### src/hw/rtl/rgb_hsv_cmyk_converter_macros.svh
// ----------------------------------------------------------------------------
// Assertion macros for the color space converter
// Concurrent checks on clk with disable on rst_n; empty under SYNTH.
// ----------------------------------------------------------------------------
`ifndef RGB_HSV_CMYK_CONVERTER_MACROS_SVH
`define RGB_HSV_CMYK_CONVERTER_MACROS_SVH

`ifndef SYNTH
`define RHCC_ASSERT_HOLDS(lbl, cond, msg) \
    lbl: assert property (@(posedge clk) disable iff (!rst_n) (cond)) else $error(msg);
`define RHCC_ASSERT_IMPLIES(lbl, pre, post, msg) \
    lbl: assert property (@(posedge clk) disable iff (!rst_n) (pre) |-> (post)) \
        else $error(msg);
`else
`define RHCC_ASSERT_HOLDS(lbl, cond, msg)
`define RHCC_ASSERT_IMPLIES(lbl, pre, post, msg)
`endif

`endif

### src/hw/rtl/rhcc_div.sv
// ----------------------------------------------------------------------------
// rhcc_div
// Pipelined restoring divider, rounded to nearest with halves up:
// quo = (2*num + den) / (2*den). SPS quotient bits per register stage.
// ----------------------------------------------------------------------------
module rhcc_div #(
    parameter int NW  = 22,
    parameter int DW  = 14,
    parameter int QW  = 9,
    parameter int SPS = 3
) (
    input  logic                         clk,
    input  logic [(QW+SPS-1)/SPS-1:0]    en,
    input  logic [NW-1:0]                num,
    input  logic [DW-1:0]                den,
    output logic [QW-1:0]                quo
);
    localparam int NS = (QW + SPS - 1) / SPS;
    localparam int AW = ((NW + 1 > DW) ? NW + 1 : DW) + 1;
    localparam int W  = (AW > DW + 1 + QW) ? AW : DW + 1 + QW;

    logic [W-1:0]  rem_reg [NS];
    logic [DW:0]   dd_reg  [NS];
    logic [QW-1:0] q_reg   [NS];

    logic [W-1:0]  rem_start;
    logic [DW:0]   dd_start;

    assign rem_start = (W'(num) << 1) + W'(den);
    assign dd_start  = {den, 1'b0};

    for (genvar s = 0; s < NS; s++) begin : g_stage
        logic [W-1:0]  rem_next;
        logic [DW:0]   dd_next;
        logic [QW-1:0] q_next;

        always_comb
        begin
            logic [W-1:0] rem_w;
            logic [W-1:0] trial;
            logic [QW-1:0] q_w;
            if (s == 0)
            begin
                rem_w = rem_start;
                dd_next = dd_start;
                q_w = '0;
            end
            else
            begin
                rem_w = rem_reg[(s == 0) ? 0 : s - 1];
                dd_next = dd_reg[(s == 0) ? 0 : s - 1];
                q_w = q_reg[(s == 0) ? 0 : s - 1];
            end
            // one quotient bit per step, most significant first
            for (int j = 0; j < SPS; j++)
            begin
                if (QW - 1 - s * SPS - j >= 0)
                begin
                    trial = W'(dd_next) << (QW - 1 - s * SPS - j);
                    if (rem_w >= trial)
                    begin
                        rem_w = rem_w - trial;
                        q_w[QW - 1 - s * SPS - j] = 1'b1;
                    end
                end
            end
            rem_next = rem_w;
            q_next = q_w;
        end

        always_ff @(posedge clk)
        begin
            if (en[s])
            begin
                rem_reg[s] <= rem_next;
                dd_reg[s]  <= dd_next;
                q_reg[s]   <= q_next;
            end
        end
    end

    assign quo = q_reg[NS-1];

endmodule

### config.mk
export PLATFORM = sky130hd
export DESIGN_NAME = rhcc_div
export DESIGN_NICKNAME = d
export VERILOG_FILES = /design/src/hw/rtl/rgb_hsv_cmyk_converter_macros.svh /design/src/hw/rtl/rhcc_div.sv
export SDC_FILE = /design/constraint.sdc
export NUM_CORES = 1
export LEC_CHECK = 0
export BUFFER_PORTS_ARGS = -buffer_cell sky130_fd_sc_hd__buf_2
export CORE_UTILIZATION = 58
export DETAILED_ROUTE_END_ITERATION = 10
export GPL_TIMING_DRIVEN = 0
export PLACE_DENSITY_LB_ADDON = 0.08
export SETUP_SLACK_MARGIN = 0.05
export SLEW_MARGIN = 30
export SYNTH_ARGS = -nofsm -noshare
export SYNTH_HDL_FRONTEND = slang
export SYNTH_SLANG_ARGS = --single-unit
### constraint.sdc
create_clock -name clk -period 11.2 [get_ports clk]
set_input_delay 3.36 -clock clk [delete_from_list [all_inputs] [get_ports clk]]
set_output_delay 3.36 -clock clk [all_outputs]
set_load 0.005 [all_outputs]
# Word level (Yosys, flattened, before mapping)
# Memories as Yosys holds them, arrays and structs flattened.
# Index checks and enable logic that the tools add are counted.
# classes
muxes	24
n_lt_le_gt_ge	9
addsub	10
# ops
operator	count
$mux W24	9
$add A23 B14 Y24	1
$ge A24 B15 Y1	1
$ge A24 B16 Y1	1
$ge A24 B17 Y1	1
$ge A24 B18 Y1	1
$ge A24 B19 Y1	1
$ge A24 B20 Y1	1
$ge A24 B21 Y1	1
$ge A24 B22 Y1	1
$ge A24 B23 Y1	1
$sub A24 B15 Y24	1
$sub A24 B16 Y24	1
$sub A24 B17 Y24	1
$sub A24 B18 Y24	1
$sub A24 B19 Y24	1
$sub A24 B20 Y24	1
$sub A24 B21 Y24	1
$sub A24 B22 Y24	1
$sub A24 B23 Y24	1
$mux W1	15
# totals
regBits	0
elab_cells	46
mem_bits_rw	144
memories	3
output_inout_bits	9
input_bits	40
# mem_list
name	depth	word_bits	rd	rd_ports_with_merged_regs	wr	line	text
rem_reg	3	24	2	0	3	rhcc_div.sv:22	logic [W-1:0] rem_reg [NS];
dd_reg	3	15	2	0	3	rhcc_div.sv:23	logic [DW:0] dd_reg [NS];
q_reg	3	9	3	0	3	rhcc_div.sv:24	logic [QW-1:0] q_reg [NS];

# Longest topological paths before layout
# depth
word_depth	7
mapped_depth	45
mapped_depth_nobuf	41

# Least setup slack after synthesis
# OpenSTA, ideal clock, no wires.
# synth_timing
path_type	input-to-reg
from	in num[0]
to	mem rem_reg[0][14] (netlist bit), data pin
setup_slack_ns	-0.611
setup_time_ns	0.260
arrival_time_ns	11.551
n_path_buf	5
stages	45
required_time_ns	10.940
path_cell_list	ha_1 -> inv_1 -> fa_1 -> nand2b_1 -> a21oi_1 -> o211ai_1 -> a31oi_1 -> o21ai_0 -> nand2b_1 -> or4_1 -> nand3_1 -> ha_1 -> a21o_1 -> a21oi_2 -> a31oi_1 -> a221oi_1 -> o31ai_2 -> nand2b_1 -> [... 9 more ...] -> a21oi_1 -> nand3b_2 -> clkbuf_1 -> nor2_1 -> a21oi_1 -> ha_1 -> a21oi_1 -> o21ai_0 -> a21oi_1 -> o21ai_0 -> a211o_1 -> a31oi_1 -> o21ai_0 -> a211o_1 -> and4b_1 -> buf_6 -> buf_12 -> mux2_4
# synth_rtl
element	line	text
from (decl)	rhcc_div.sv:14	input logic [NW-1:0] num,
to (decl)	rhcc_div.sv:22	

==> run_results.csv <==
group,metric,value,unit
synth,synth_cell_types,99,
cells_and_area,antenna_cells,0,
cts,clockBufferDepth,2,
cts,cts_buffers,9,
cells_and_area,final_util,70.12,%
route,drc,0,
route,vias,10349,
setup_path,worst-path-max-fanout,7,
synth,synth-main-ff-cell,"edfxtp_1",
route,wirelength,30800,µm
run,maxCapViolations,0,
placed_design,place_hpwl,23840,µm
global_routing,antenna_found_initial,0,
setup_path,regToRegSetupSlack,1680,ps
cts,htree_levels,3,
setup_path,crit_path_max_incr_delay,430,ps
synth,ys_seq_area_share,23.82,%
hold_path,hold_depth,0,
synth,synth-compound-area-share,22.36,%
synth,syn-mean-instance-area,8.792,µm²
sta,worstMarginPinSlew,885.3,ps
cts,cts_tree,"done",
global_routing,grt_usage,30.10,%
sta,post-route-min-period,11370,ps
setup_path,worstRegToRegCells,34,
cells_and_area,design_area,13690,µm²
sta,post-route-period-util,101.5,%
placed_design,io_buffers,48,
setup_path,cp_top_family,"compound AO/OA/AOI/OAI gates",
synth,synth_fa_ha_area_share,16.55,%
setup_path,crit_arrival,11480,ps
cts,clk_pin_slew,70,ps
cells_and_area,nFillCells,1543,
setup_path,crit_required,11310,ps
cts,clock-root-buffer,"clkbuf_16",
setup_path,reg2reg_from,"dd_reg[0][14]$_DFFE_PP_",
sta,fmax,87.93,MHz
synth,async_reset_ff_share,0,%
die,die-area,20560,µm²
synth,synthSimpleGateAreaFrac,17.07,%
run_status,status,"finished with violations",
route,drtAntennaViolNets,0,
sta,slew_violations,0,
placed_design,gp_congestion,0.9399,
setup_path,cp_slowest_cell,"or4_1",
sta,max_slew_margin,40.98,%
route,wl_per_cell,17.99,µm
setup_path,worst_setup_path_end_kind,"register",
cells_and_area,syn_to_final_growth,18.07,%
setup_path,cp_num_buf_inv,6,
die,start_util,59.39,%
setup_path,worst-setup-path-type,"input pin to register",
sta,finalWorstSetupSlack,-173.1,ps
cells_and_area,drive_above_1_share,21.56,%
sta,rsz0062_at_grt,"true",
hold_path,hp-start,"q_reg[0][6]$_DFFE_PP_",
die,die_y,143.4,µm
sta,finalSetupViolCount,16,
die,core,19530,µm²
placed_design,postPlaceCellArea,12290,µm²
synth,netlist_instances,1319,
setup_path,crit_top_cell,"a21oi_4",
hold_path,holdPathEnd,"q_reg[0][15]$_DFFE_PP_",
cts,cts.sinks,92,
sta,finalClockSkew,8.654,ps
cells_and_area,nets,1630,
synth,synth_area,11600,µm²
sta,finalHoldViolations,0,
global_routing,grt_pass1_vias,10065,
route,viasPerCell,6.045,
synth,synth_xor_area_share,8.157,%
setup_path,start_kind,"input pin",
synth,syn_nets,1507,
cts,cts_hold_buffers,0,
cells_and_area,largest_reg_flops,48,
synth,yosysWarnings,0,
route,first_iter_violations,478,
global_routing,overflow,0,
cts,insertion_delay,360,ps
setup_path,rr_endpoint,"rem_reg[0][38]$_DFFE_PP_",
global_routing,grt_max_degree,44,
synth,muxShareOfSynthArea,7.639,%
run_status,violations,"negative setup slack",
global_routing,grt_pass1_wl,47910,µm
synth,ys_ff_latch,92,
synth,synth_top_family_by_area,"compound AO/OA/AOI/OAI gates",
route,dr.pass1.iters,5,
synth,synth_edf_count,92,
die,die_w,143.4,µm
hold_path,hold_class,"register to register",
die,top_level_ports,49,
die,rows,51,
sta,fin_setup_tns,-2167,ps
-- synthesized netlist by cell type, drive strengths merged, types with 11 or more instances --
cell type,n,area (µm²)
ha,139,1739
a21oi,128,648.1
inv,101,381.6
nor2,97,380.4
edfxtp,92,2763
nand2,82,310.3
xnor2,75,656.9
o21ai,74,374.1
mux2,62,732.0
a21o,42,315.3
xor2,33,289.0
nand3,26,130.1
nor3,26,135.1
nand4,24,165.2
nor2b,24,150.1
o21a,21,157.7
nand2b,20,125.1
and3,16,100.1
mux2i,15,153.9
and2,13,83.84
o211ai,13,102.6
a31oi,11,75.07
clkbuf,11,41.29
-- final cells by class --
class,count,area [µm²],area share [%]
multi-input cells,1105,8909,65.06
flip-flops and latches,92,2763,20.18
repair buffers,113,822.0,6.004
inverters,101,381.6,2.787
well taps,265,331.6,2.422
clock buffers,9,225.2,1.645
plain buffers,20,181.4,1.325
clock inverters,7,78.83,0.5757
-- routing by layer --
metal	global-route usage (%)	vias to the layer above	wire (µm)
met5	0	-	0
met4	21.28	0	2184
met3	2.832	109	743
met2	55.72	242	15520
met1	32.06	4829	12360
li1	-	5169	-
-- worst reg2reg max path: cells and delay by family, from the launching register on --
family | cells | cell delay, ps
mux | 1 | 330
simple gates | 12 | 2530
fa+ha+maj | 3 | 1150
buf+inv | 6 | 1190
compound gates | 12 | 3640
flops | 1 | 420
-- worst max-delay path by stage --
stage / to / cells past startpoint / from / slack, ps
after floorplan: rem_reg[0][14]$_DFFE_PP_ / 45 / num[0] / 60
after global placement: rem_reg[0][14]$_DFFE_PP_ / 45 / den[1] / -1490
after detailed placement: rem_reg[0][16]$_DFFE_PP_ / 45 / den[1] / -1490
after CTS: rem_reg[0][11]$_DFFE_PP_ / 46 / den[1] / -130
after global routing: rem_reg[0][11]$_DFFE_PP_ / 43 / den[4] / -460
final: rem_reg[0][11]$_DFFE_PP_ / 44 / den[2] / -170
-- metrics by stage --
stage	setup WS [ps]	instances	hold WS, ps
after CTS	-132.9	1700	419.7
after detailed placement	-1486	1632	404.5
final	-173.1	1712	419.9
after global routing	-460.1	1712	433.6
after floorplan	60.19	1319	400.3
after global placement	-1488	1632	401.6
-- layout by cell type (no fill, tap or decap), drive strengths merged, types with 7 or more instances in the layout --
master	Yosys	final
nand3	26	26
nor2b	24	24
a21o	42	42
a211oi	8	8
mux2	62	62
o21ai	74	74
fa	9	9
a21boi	7	7
nand4	24	24
a21oi	128	128
o21bai	9	9
xnor2	75	75
o21a	21	21
nor4	9	9
mux2i	15	15
nor3	26	26
buf	10	121
and2	13	13
o211ai	13	13
nand2b	20	20
clkbuf	11	21
or2	10	10
and3	16	16
a31oi	11	11
ha	139	139
a211o	8	8
nor2	97	97
edfxtp	92	92
o31ai	10	10
xor2	33	33
or3	8	8
nand2	82	82
inv	101	105
-- cell families after synthesis --
| family | count (synthesis) |
|---|---|
| AOI/OAI and AO/OA | 393 |
| DFF | 92 |
| xor gates and xnor gates | 108 |
| muxes | 77 |
| adders and majority gates | 148 |
| buffers and inverters | 122 |
| and+or+nand+nor | 379 |
-- what timing repair did --
item,CTS,global route
gates cloned,2,0
setup buffers,50,13
endpoints found under the hold margin,0,0
setup endpoints to repair,18,18
resized for setup,62,47
pin swaps,35,38
Power is left out: the tool's default activity adds up to more than one toggle a clock period on the data nets, which glitch-free logic cannot reach.
